===== config.mk =====
export PLATFORM = sky130hd
export DESIGN_NAME = thft_ram
export DESIGN_NICKNAME = d
export VERILOG_FILES = /design/src/rtl/thft_ram.sv
export SDC_FILE = /design/constraint.sdc
export NUM_CORES = 1
export LEC_CHECK = 0
export BUFFER_PORTS_ARGS = -buffer_cell sky130_fd_sc_hd__buf_2
export CAP_MARGIN = 40
export CORE_ASPECT_RATIO = 1.25
export CORE_MARGIN = 5
export CORE_UTILIZATION = 60
export CTS_BUF_LIST = sky130_fd_sc_hd__clkbuf_8
export CTS_CLUSTER_DIAMETER = 60
export DETAILED_ROUTE_END_ITERATION = 8
export PLACE_DENSITY = 0.9
export REMOVE_ABC_BUFFERS = 1
export SLEW_MARGIN = 20
export SYNTH_ARGS = -nofsm -noshare
export SYNTH_HDL_FRONTEND = slang
export SYNTH_SLANG_ARGS = --single-unit

===== constraint.sdc =====
create_clock -name clk -period 2.1 [get_ports clk]
set_clock_uncertainty 0.2 [all_clocks]
set_input_delay 0.21 -clock clk [delete_from_list [all_inputs] [get_ports clk]]
set_output_delay 0.21 -clock clk [all_outputs]
set_load 0.01 [all_outputs]

===== src/rtl/thft_ram.sv =====
// generic single-port synchronous ram with registered read
module thft_ram #(
  parameter int WIDTH = 8,
  parameter int DEPTH = 16
) (
  input  logic                     clk,
  input  logic                     we,
  input  logic [$clog2(DEPTH)-1:0] addr,
  input  logic [WIDTH-1:0]         wdata,
  output logic [WIDTH-1:0]         rdata
);
  logic [WIDTH-1:0] mem [DEPTH];

  always_ff @(posedge clk) begin
    if (we) begin
      mem[addr] <= wdata;
    end
    rdata <= mem[addr];
  end
endmodule


==> results.yml <==
cells_and_area:
  number_of_fill_cells_in_the_layout: 442
  drive_gt1_share_pct: 35.10
  area_taken_by_flip_flops_and_latches_um2: 4004
  layout_overhead_on_the_synthesized_area_pct: 18.10
  multi_input_area_um2: 1003
  fin_nets: 303
pwr:
  netSwitchingFraction_pct: 19.69
  cell_internal_pwr_uw: 4685
  clockPowerShare_pct: 42.3
  switchingPower_uw: 1148
  pwr-share-comb_pct: 5.3
  power_density_nw_per_um2: 974.8
  power.total_uw: 5834
  leakage_power_total_uw: 0.002011
  pwr-share-seq_pct: 52.3
  vdd_ir_drop_max_mv: 0.9897
worst_setup_path:
  worst_path_maximum_fanout: 2
  cp-end-kind: "flop"
  critPathArrivalTime_ns: 1.74
  crit_path_start_kind: "flop"
  timing_worst_setup_path_type: "flop to flop"
  worstPathRequired_ns: 2.21
clock_network:
  cts_post_setup_buffers_inserted: 0
  cts_tree: "done"
  clk_pin_slew_worst_paths_ns: 0.07
  cts.htree.levels: 4
  insertion_delay_ns: 0.43
  clkSinkCount: 136
  cts_resized: 0
  clockRootBuffer: "sky130_fd_sc_hd__clkbuf_8"
  cts_buffer_depth: 2
  cts_inserted_buffers: 17
global_route:
  grt_overflow: 0
  grt_use_total_pct: 22.75
  largest_net_degree_at_the_start_of_global_routing: 32
  first_global_vias: 2738
  grt_pass1_wl_um: 16330
  antenna_violations_before_repair: 2
floorplan:
  design.die.area_um2: 10390
  die_x_um: 92.20
  rows: 37
  placeableCoreArea_um2: 8240
  floorplan.io_pins: 22
  initial_cell_density_of_the_core_pct: 61.49
  die_h_um: 112.7
run_status:
  outcome: "complete, no violations"
route:
  drtIter0Drc: 367
  vias: 2617
  postRouteAntennaNets: 0
  routed_via_density: 6.543
  avgRoutedWirePerCell_um: 26.74
  detail_route.first_pass.iterations: 5
  route.final.wire_length_um: 10700
  detail_route.drc_violations: 0
timing:
  timing_hold_violations_final: 0
  rsz0062_at_grt: "no"
  slew_viol_final: 0
  setup_viol: 0
  layout_worst_path_cycle_share_pct: 77.70
  worst_case_hold_slack_ns: 0.2723
  worst_slew_pin_slew_ns: 0.7853
  fin_crit_ns: 1.632
  fmaxAchievable_mhz: 612.8
  maxSlewHeadroom_pct: 47.54
  fin_setup_tns_ns: 0
min_path:
  hold_path_class: "primary input to flop"
placed_design:
  dp_hpwl_um: 6122
  place.port_buffers: 21
  routabilityCongestion: 0.8018
logic_synthesis:
  synth_warnings: 0
  syn_area_per_cell_um2: 22.03
  ys_types: 18
  ys_seq_elements: 136
  synth_seq_area_share_pct: 79.01
  netlist_area_um2: 5067
  netlist_instances: 230
run:
  max-cap-violations: 0
## critical path, cell delays in order (launching register included)
cell and delay [ns]:
sky130_fd_sc_hd__edfxtp_1 0.49, sky130_fd_sc_hd__mux4_2 0.53, sky130_fd_sc_hd__a22oi_1 0.20, sky130_fd_sc_hd__nand2_1 0.09
## power groups by stage
stage | combinational (µW) | clock (µW) | sequential [µW]
after floorplan | 125 | 0 | 3110
after global placement | 280 | 0 | 3100
after detailed placement | 294 | 0 | 3110
after CTS | 312 | 2510 | 3050
after global routing | 334 | 2640 | 3060
final | 312 | 2470 | 3050
## cell usage after synthesis
library cell / instances / area [µm²]
sky130_fd_sc_hd__and2_1: 1 / 6.260
sky130_fd_sc_hd__clkbuf_1: 2 / 7.510
sky130_fd_sc_hd__nand2b_1: 2 / 12.51
sky130_fd_sc_hd__mux4_2: 32 / 720.7
sky130_fd_sc_hd__nand2_1: 9 / 33.78
sky130_fd_sc_hd__a22oi_1: 16 / 120.1
sky130_fd_sc_hd__buf_6: 2 / 22.52
sky130_fd_sc_hd__edfxtp_1: 128 / 3844
sky130_fd_sc_hd__or3b_2: 1 / 8.760
sky130_fd_sc_hd__buf_2: 2 / 10.01
sky130_fd_sc_hd__nor2_1: 13 / 48.80
sky130_fd_sc_hd__nor2b_1: 2 / 12.51
sky130_fd_sc_hd__buf_1: 4 / 15.01
sky130_fd_sc_hd__nand3b_1: 2 / 15.01
sky130_fd_sc_hd__clkbuf_2: 1 / 5.000
sky130_fd_sc_hd__nand3_1: 1 / 5.000
sky130_fd_sc_hd__nor3_1: 4 / 20.02
sky130_fd_sc_hd__dfxtp_1: 8 / 160.2
## cells by family after synthesis
kind of cell | Yosys count | synth area share, %
compound gates | 16 | 2.370
buf+inv | 11 | 1.185
flops | 136 | 79.01
mux | 32 | 14.22
simple gates | 35 | 3.210
## cells in the final DEF (no fill, tap or decap)
master and count:
sky130_fd_sc_hd__edfxtp_1 128, sky130_fd_sc_hd__buf_12 3, sky130_fd_sc_hd__diode_2 1, sky130_fd_sc_hd__nand2_1 9, sky130_fd_sc_hd__dlygate4sd3_1 8, sky130_fd_sc_hd__nand3_1 1
sky130_fd_sc_hd__buf_4 19, sky130_fd_sc_hd__clkinv_2 4, sky130_fd_sc_hd__bufinv_16 6, sky130_fd_sc_hd__nor2_1 13, sky130_fd_sc_hd__nor3_1 4, sky130_fd_sc_hd__clkinv_1 2
sky130_fd_sc_hd__a22oi_1 16, sky130_fd_sc_hd__nor2b_1 2, sky130_fd_sc_hd__nand2b_1 2, sky130_fd_sc_hd__dfxtp_1 8, sky130_fd_sc_hd__clkinvlp_4 2, sky130_fd_sc_hd__nand3b_1 2
sky130_fd_sc_hd__mux4_2 32, sky130_fd_sc_hd__clkinv_4 1, sky130_fd_sc_hd__buf_2 21, sky130_fd_sc_hd__and2_1 1, sky130_fd_sc_hd__or3b_2 1, sky130_fd_sc_hd__clkbuf_8 17
## final timing paths
path	endpoint	cells after the start	from	slack (ns)
setup / recovery	rdata[2]$_DFF_P_	3	mem[6][2]$_DFFE_PP_	0.47
hold / removal	rdata[0]$_DFF_P_	4	addr[1]	0.27
setup reg to reg	rdata[2]$_DFF_P_	3	mem[6][2]$_DFFE_PP_	0.47
hold reg to reg	rdata[5]$_DFF_P_	3	mem[15][5]$_DFFE_PP_	0.47
## registers in the layout, summed over array words and instances, names as in the netlist
register,flops
mem,128
rdata,8
## per-stage QoR
stage               area (µm²)  instances  util (%)  worst slack (ns)
global route              5982        399     72.59            0.4490
global placement          5436        359     65.97            0.3394
floorplan                 5007        219         -            0.1971
finish                    5984        400     72.62            0.4682
CTS                       5982        399     72.59            0.5108
detailed placement        5436        359     65.97            0.2849
## routing by layer
layer  global-route usage, %  part of all wire [%]  up-vias
li1                        -                     -     1078
met1                   26.54                    35     1338
met2                   38.40                    54      169
met3                   7.513                   7.5       30
met4                   10.51                   3.3        2
met5                       0                 0.065        -
## cell type report
| cell class | count | area share (%) |
|---|---|---|
| flip-flops and latches | 136 | 66.90 |
| multi-input cells | 83 | 16.77 |
| repair buffers | 51 | 6.481 |
| clock buffers | 17 | 3.910 |
| clock inverters | 15 | 3.868 |
| well taps | 97 | 2.028 |
| diodes | 1 | 0.04181 |
## what timing repair did
| action | CTS | global route |
|---|---|---|
| hold endpoints to repair | 128 | 0 |
| hold buffers | 8 | 0 |
| setup endpoints to repair | 0 | 0 |
(Power assumes the default switching activity.)
