### src/rtl/thft_pkg.sv
// shared types, constants and key hash for the handshake tracker
package thft_pkg;

  localparam int FLOW_SLOTS = 1024;
  localparam int IDX_W = $clog2(FLOW_SLOTS);
  localparam int CNT_W = 11;
  localparam logic [15:0] EXPIRY_RESET = 16'd120;
  localparam logic [63:0] GOLDEN = 64'h0000_0000_9e37_79b9;
  localparam logic [CNT_W-1:0] CNT_MAX = {CNT_W{1'b1}};

  typedef enum logic [2:0] {
    EV_IGNORED = 3'd0,
    EV_OPENED  = 3'd1,
    EV_SYNACK  = 3'd2,
    EV_DONE    = 3'd3,
    EV_BUSY    = 3'd4,
    EV_SWEEP   = 3'd5
  } event_t;

  // one table entry, valid bit included
  typedef struct packed {
    logic        valid;
    logic [63:0] tag;
    logic [31:0] syn_seq;
    logic [31:0] syn_time;
    logic        synack_present;
    logic [31:0] synack_ack;
    logic [31:0] expiry_stamp;
  } entry_t;

  localparam int ENTRY_W = $bits(entry_t);

  function automatic logic [63:0] mix_in(input logic [63:0] seed, input logic [63:0] v);
    mix_in = seed ^ (v + GOLDEN + (seed << 6) + (seed >> 2));
  endfunction

endpackage

### src/rtl/thft_keygen.sv
// registered direction-independent flow key, up to two mixing rounds per step
module thft_keygen (
  input  logic        clk,
  input  logic        start,
  input  logic [31:0] src_ip,
  input  logic [31:0] dst_ip,
  input  logic [15:0] src_port,
  input  logic [15:0] dst_port,
  input  logic [7:0]  protocol,
  input  logic [1:0]  step,
  output logic [63:0] key
);
  logic [7:0]  proto;
  logic [15:0] p1, p2;
  logic [63:0] s, s_next;

  always_comb begin
    s_next = s;
    unique case (step)
      2'd0: s_next = thft_pkg::mix_in(thft_pkg::mix_in(64'd0, {32'd0,
                (src_ip <= dst_ip) ? src_ip : dst_ip}), {32'd0,
                (src_ip <= dst_ip) ? dst_ip : src_ip});
      2'd1: s_next = thft_pkg::mix_in(thft_pkg::mix_in(s, {48'd0, p1}), {48'd0, p2});
      2'd2: s_next = thft_pkg::mix_in(s, {56'd0, proto});
      default: s_next = s;
    endcase
  end

  always_ff @(posedge clk) begin
    if (start) begin
      p1 <= (src_ip <= dst_ip) ? src_port : dst_port;
      p2 <= (src_ip <= dst_ip) ? dst_port : src_port;
      proto <= protocol;
    end
    s <= s_next;
  end

  assign key = s;
endmodule

### config.mk
export PLATFORM = sky130hd
export DESIGN_NAME = thft_keygen
export DESIGN_NICKNAME = d
export VERILOG_FILES = /design/src/rtl/thft_pkg.sv /design/src/rtl/thft_keygen.sv
export SDC_FILE = /design/constraint.sdc
export NUM_CORES = 1
export LEC_CHECK = 0
export BUFFER_PORTS_ARGS = -buffer_cell sky130_fd_sc_hd__clkbuf_2
export CELL_PAD_IN_SITES_DETAIL_PLACEMENT = 1
export CELL_PAD_IN_SITES_GLOBAL_PLACEMENT = 2
export CORE_MARGIN = 3
export CORE_UTILIZATION = 42
export CTS_BUF_LIST = sky130_fd_sc_hd__clkbuf_4 sky130_fd_sc_hd__clkbuf_8
export DETAILED_ROUTE_END_ITERATION = 8
export PLACE_DENSITY_LB_ADDON = 0.08
export SYNTH_ARGS = -nofsm -noshare
export SYNTH_HDL_FRONTEND = slang
export SYNTH_SLANG_ARGS = --single-unit
### constraint.sdc
create_clock -name clk -period 22.2 [get_ports clk]
set_input_delay 1.11 -clock clk [delete_from_list [all_inputs] [get_ports clk]]
set_output_delay 1.11 -clock clk [all_outputs]
set_load 0.01 [all_outputs]
==> implementation parameters <==
Parameter                              Value

STA
  Max Clock Freq ... between 0.09 and 0.1 GHz
  RSZ-0062 raised after global routing ... no
  Tightest Pin Transition ... 1.268 ns
  Number of hold violations in the final report ... 0
  Final worst-path cycle share ... between 40% and 50%
  Max Clock Skew ... 0.02584 ns
  Final min period ... ~10 ns
  Relative max-transition margin ... 14.74%
  TNS Setup ... 0 ns
  Final setup viols ... 0
  Max-slew violation count ... 0

Routing
  Via total after detailed routing ... 22.55k
  Antenna viol nets, final ... 0
  Met1 wire length ... 40220 um
  DR WL met2 ... 46410 um
  Highest signal layer in the routed design ... met4
  Detailed-routing iteration count for the pre-antenna-repair pass ... 5
  Routed Wire Length ... about 94000 um
  Final routed wire length divided by cell count ... 24.49 um
  Residual DRC ... 0
  Length of routed met3 wiring ... 3036 um
  Mean number of vias per cell ... 5.892
  Number of violations reported at the end of detailed-routing iteration 0 ... 1087

Worst setup path
  Critical path type ... input pin to flip-flop
  Startpoint Class ... input pin
  Number of cells on the worst reg-to-reg path ... 28
  Maximum single-stage delay on the critical path ... ~0.83 ns
  Required time worst endpoint ... 22.37 ns
  Crit path launch ... dst_ip[15]
  End of the worst register-to-register path ... key[61]
  Most common cell type on the critical path ... sky130_fd_sc_hd__ha_1
  CP max stage cell ... sky130_fd_sc_hd__o21a_4
  Launch instance of the worst register-to-register path ... key[8]
  Largest fanout on the critical path ... 79
  Endpoint of the most critical setup path ... key[36]
  CP Capture Type ... flip-flop
  Critical path arrival ... slightly above 10 ns
  Reg-to-reg slack, setup ... 12.62 ns

Clocking
  Number of cells upsized or downsized after cts ... 0
  Max H-tree Level ... 3
  Clock buffer count from CTS ... 9
  Clock latency at the later pin of the worst-skew pair ... 0.46 ns
  TritonCTS clock tree ... done
  Root Buffer Master ... sky130_fd_sc_hd__clkbuf_8
  Count of clock tree sinks ... between 100 and 150
  Number of setup buffers added after CTS ... 0
  Max Buffers Root-to-Sink ... 2
  Post-cts hold buffer count ... 0
  Clock Pin Slew Worst Setup and Hold Paths ... between 0.1 and 0.15 ns

Logic synthesis
  Ys Warns ... 0
  Post-Syn Area ... roughly 24000 um2
  Post-Syn Instances ... 2947
  Register area share after synthesis ... approximately 13%
  Yosys cell types ... 88
  Flop and latch count out of synthesis ... 104
  Number of enable flip-flop cells after synthesis ... about 100
  Number of nets in the synthesized netlist ... 3603
  Synthesized area divided by synthesized cell count ... 8.306 um2
  Asr flop ratio synth ... 0%
  Post-synth top flop ... sky130_fd_sc_hd__edfxtp_1

Run
  Max-cap violations ... 0

Layout
  Layout cells sized above 1 ... 9.577%
  Layout overhead on the synthesized area ... 7.320%
  Nets ... 3721

Worst hold path
  Worst hold path class ... input pin to flip-flop

Placed design
  Detail Placement HPWL ... about 80000 um
  Count of buffers inserted at the top-level ports ... 171
  Final Wtd Congestion ... 0.9614

Global routing
  Total global routing overflow ... 0
  Via count of the first global-routing pass ... 23.82k
  Maximum number of pins on one net before global-route repair ... 80
  Initial antenna violation count ... 1
  Wire length of the first global-routing pass ... between 100000 and 150000 um
  Overall fraction of global-route tracks in use ... 30.29%

Die
  Area of the core region ... 57040 um2
  Overall die height ... around 250 um
  Number of placed I/O pins ... approximately 170
  Cell row count ... 87
  Initial Util ... 42.91%
  Die outline area ... ~61000 um2
  Die width ... 247.4 um

Outcome
  Status ... finished clean
-- Yosys cell counts (all sizes together), types with 18 or more instances --
master / count / share of area (%)
nand3: 51 / 1.0
nand2: 186 / 2.9
clkbuf: 62 / 0.95
a21oi: 268 / 5.5
o22ai: 23 / 0.59
a31oi: 24 / 0.61
o21a: 21 / 0.64
fa: 49 / 4.0
ha: 499 / 26
inv: 322 / 4.9
xor2: 126 / 4.5
nand2b: 18 / 0.46
o21ai: 153 / 3.2
nor2: 155 / 2.4
o21bai: 39 / 1.2
nor3: 41 / 0.86
and3: 22 / 0.56
mux2: 48 / 2.2
edfxtp: 104 / 13
mux2i: 33 / 1.3
xnor2: 293 / 10
a21o: 86 / 2.6
a221oi: 36 / 1.3
nand4: 40 / 1.0
-- cell type report --
cell class              count  area (um2)
diodes                      1       2.502
clock buffers              10       131.4
clock inverters             6       62.56
fillers                  6996       30770
inverters                 322        1209
multi-input cells        2443       19840
flip-flops and latches    104        3123
well taps                 756       945.9
repair buffers            185       960.9
-- placed cells by master, fill, tap and decap left out, types with 10 or more instances in the layout --
master,n
sky130_fd_sc_hd__mux2_2,47
sky130_fd_sc_hd__xor2_1,126
sky130_fd_sc_hd__a31o_2,10
sky130_fd_sc_hd__nand2_1,186
sky130_fd_sc_hd__mux2i_1,33
sky130_fd_sc_hd__inv_1,320
sky130_fd_sc_hd__edfxtp_1,104
sky130_fd_sc_hd__a21boi_0,15
sky130_fd_sc_hd__nor2_1,153
sky130_fd_sc_hd__o31ai_1,12
sky130_fd_sc_hd__and2_1,15
sky130_fd_sc_hd__o21ai_0,144
sky130_fd_sc_hd__a31oi_1,24
sky130_fd_sc_hd__nand3_1,51
sky130_fd_sc_hd__and3_1,22
sky130_fd_sc_hd__o21bai_1,39
sky130_fd_sc_hd__a221oi_1,36
sky130_fd_sc_hd__ha_1,498
sky130_fd_sc_hd__o211ai_1,11
sky130_fd_sc_hd__o22ai_1,23
sky130_fd_sc_hd__nor2b_1,17
sky130_fd_sc_hd__nand2b_1,18
sky130_fd_sc_hd__or3_1,14
sky130_fd_sc_hd__a21o_1,86
sky130_fd_sc_hd__clkbuf_2,171
sky130_fd_sc_hd__nand4_1,40
sky130_fd_sc_hd__a211oi_1,16
sky130_fd_sc_hd__xnor2_1,293
sky130_fd_sc_hd__nor3_1,40
sky130_fd_sc_hd__o21a_1,20
sky130_fd_sc_hd__a21oi_1,267
sky130_fd_sc_hd__fa_1,49
sky130_fd_sc_hd__buf_4,14
sky130_fd_sc_hd__nor4_1,11
-- through the flow --
stage / utilization [%] / std cells / area (um2) / setup slack [ns] / hold slack (ns)
after floorplan: - / 2947 / 24480 / 13.15 / 0.8790
after global placement: 45.71 / 3810 / 26070 / 12.26 / 0.8918
after detailed placement: 45.71 / 3810 / 26070 / 11.82 / 0.8940
after CTS: 46.05 / 3826 / 26270 / 12.27 / 0.7869
after global routing: 46.06 / 3827 / 26270 / 11.36 / 0.7964
final: 46.06 / 3827 / 26270 / 12.08 / 0.8267
-- cell families after synthesis --
group	after synthesis	synth area share (%)
AOI/OAI and AO/OA	786	20.64
xor gates and xnor gates	424	15.46
adders and majority gates	548	29.51
buffers and inverters	400	6.251
DFF	104	12.76
muxes	81	3.573
and+or+nand+nor	604	11.80
-- worst max-delay path: cells and delay by family --
kind,cells,cell delay [ns]
compound gates,15,4.41
xor+xnor,2,0.20
fa+ha+maj,5,1.70
buf+inv,3,0.43
mux,2,0.82
simple gates,7,1.55
-- how the worst min path moves through the flow --
stage | cells past startpoint | slack [ns] | start | endpoint
2_1_floorplan | 3 | 0.88 | key[1] | key[1]
3_3_place_gp | 3 | 0.89 | key[62] | key[62]
3_5_place_dp | 3 | 0.89 | key[62] | key[62]
4_1_cts | 1 | 0.79 | protocol[3] | proto[3]
5_1_grt | 1 | 0.80 | protocol[3] | proto[3]
6_report | 1 | 0.83 | protocol[3] | proto[3]
-- flip-flops by register name, summed over array words and instances, names as in the netlist --
name   flops
key       64
p1        16
p2        16
proto      8
-- per-layer routing --
layer  GRT usage (%)  vias to the layer above
li1                -                    10800
met1           37.16                    11130
met2           54.77                      478
met3           2.334                      140
met4           12.27                        0
met5               0                        -
Power is not shown: default switching activity piles up to over one toggle a cycle in this logic, so the estimate is an artifact.
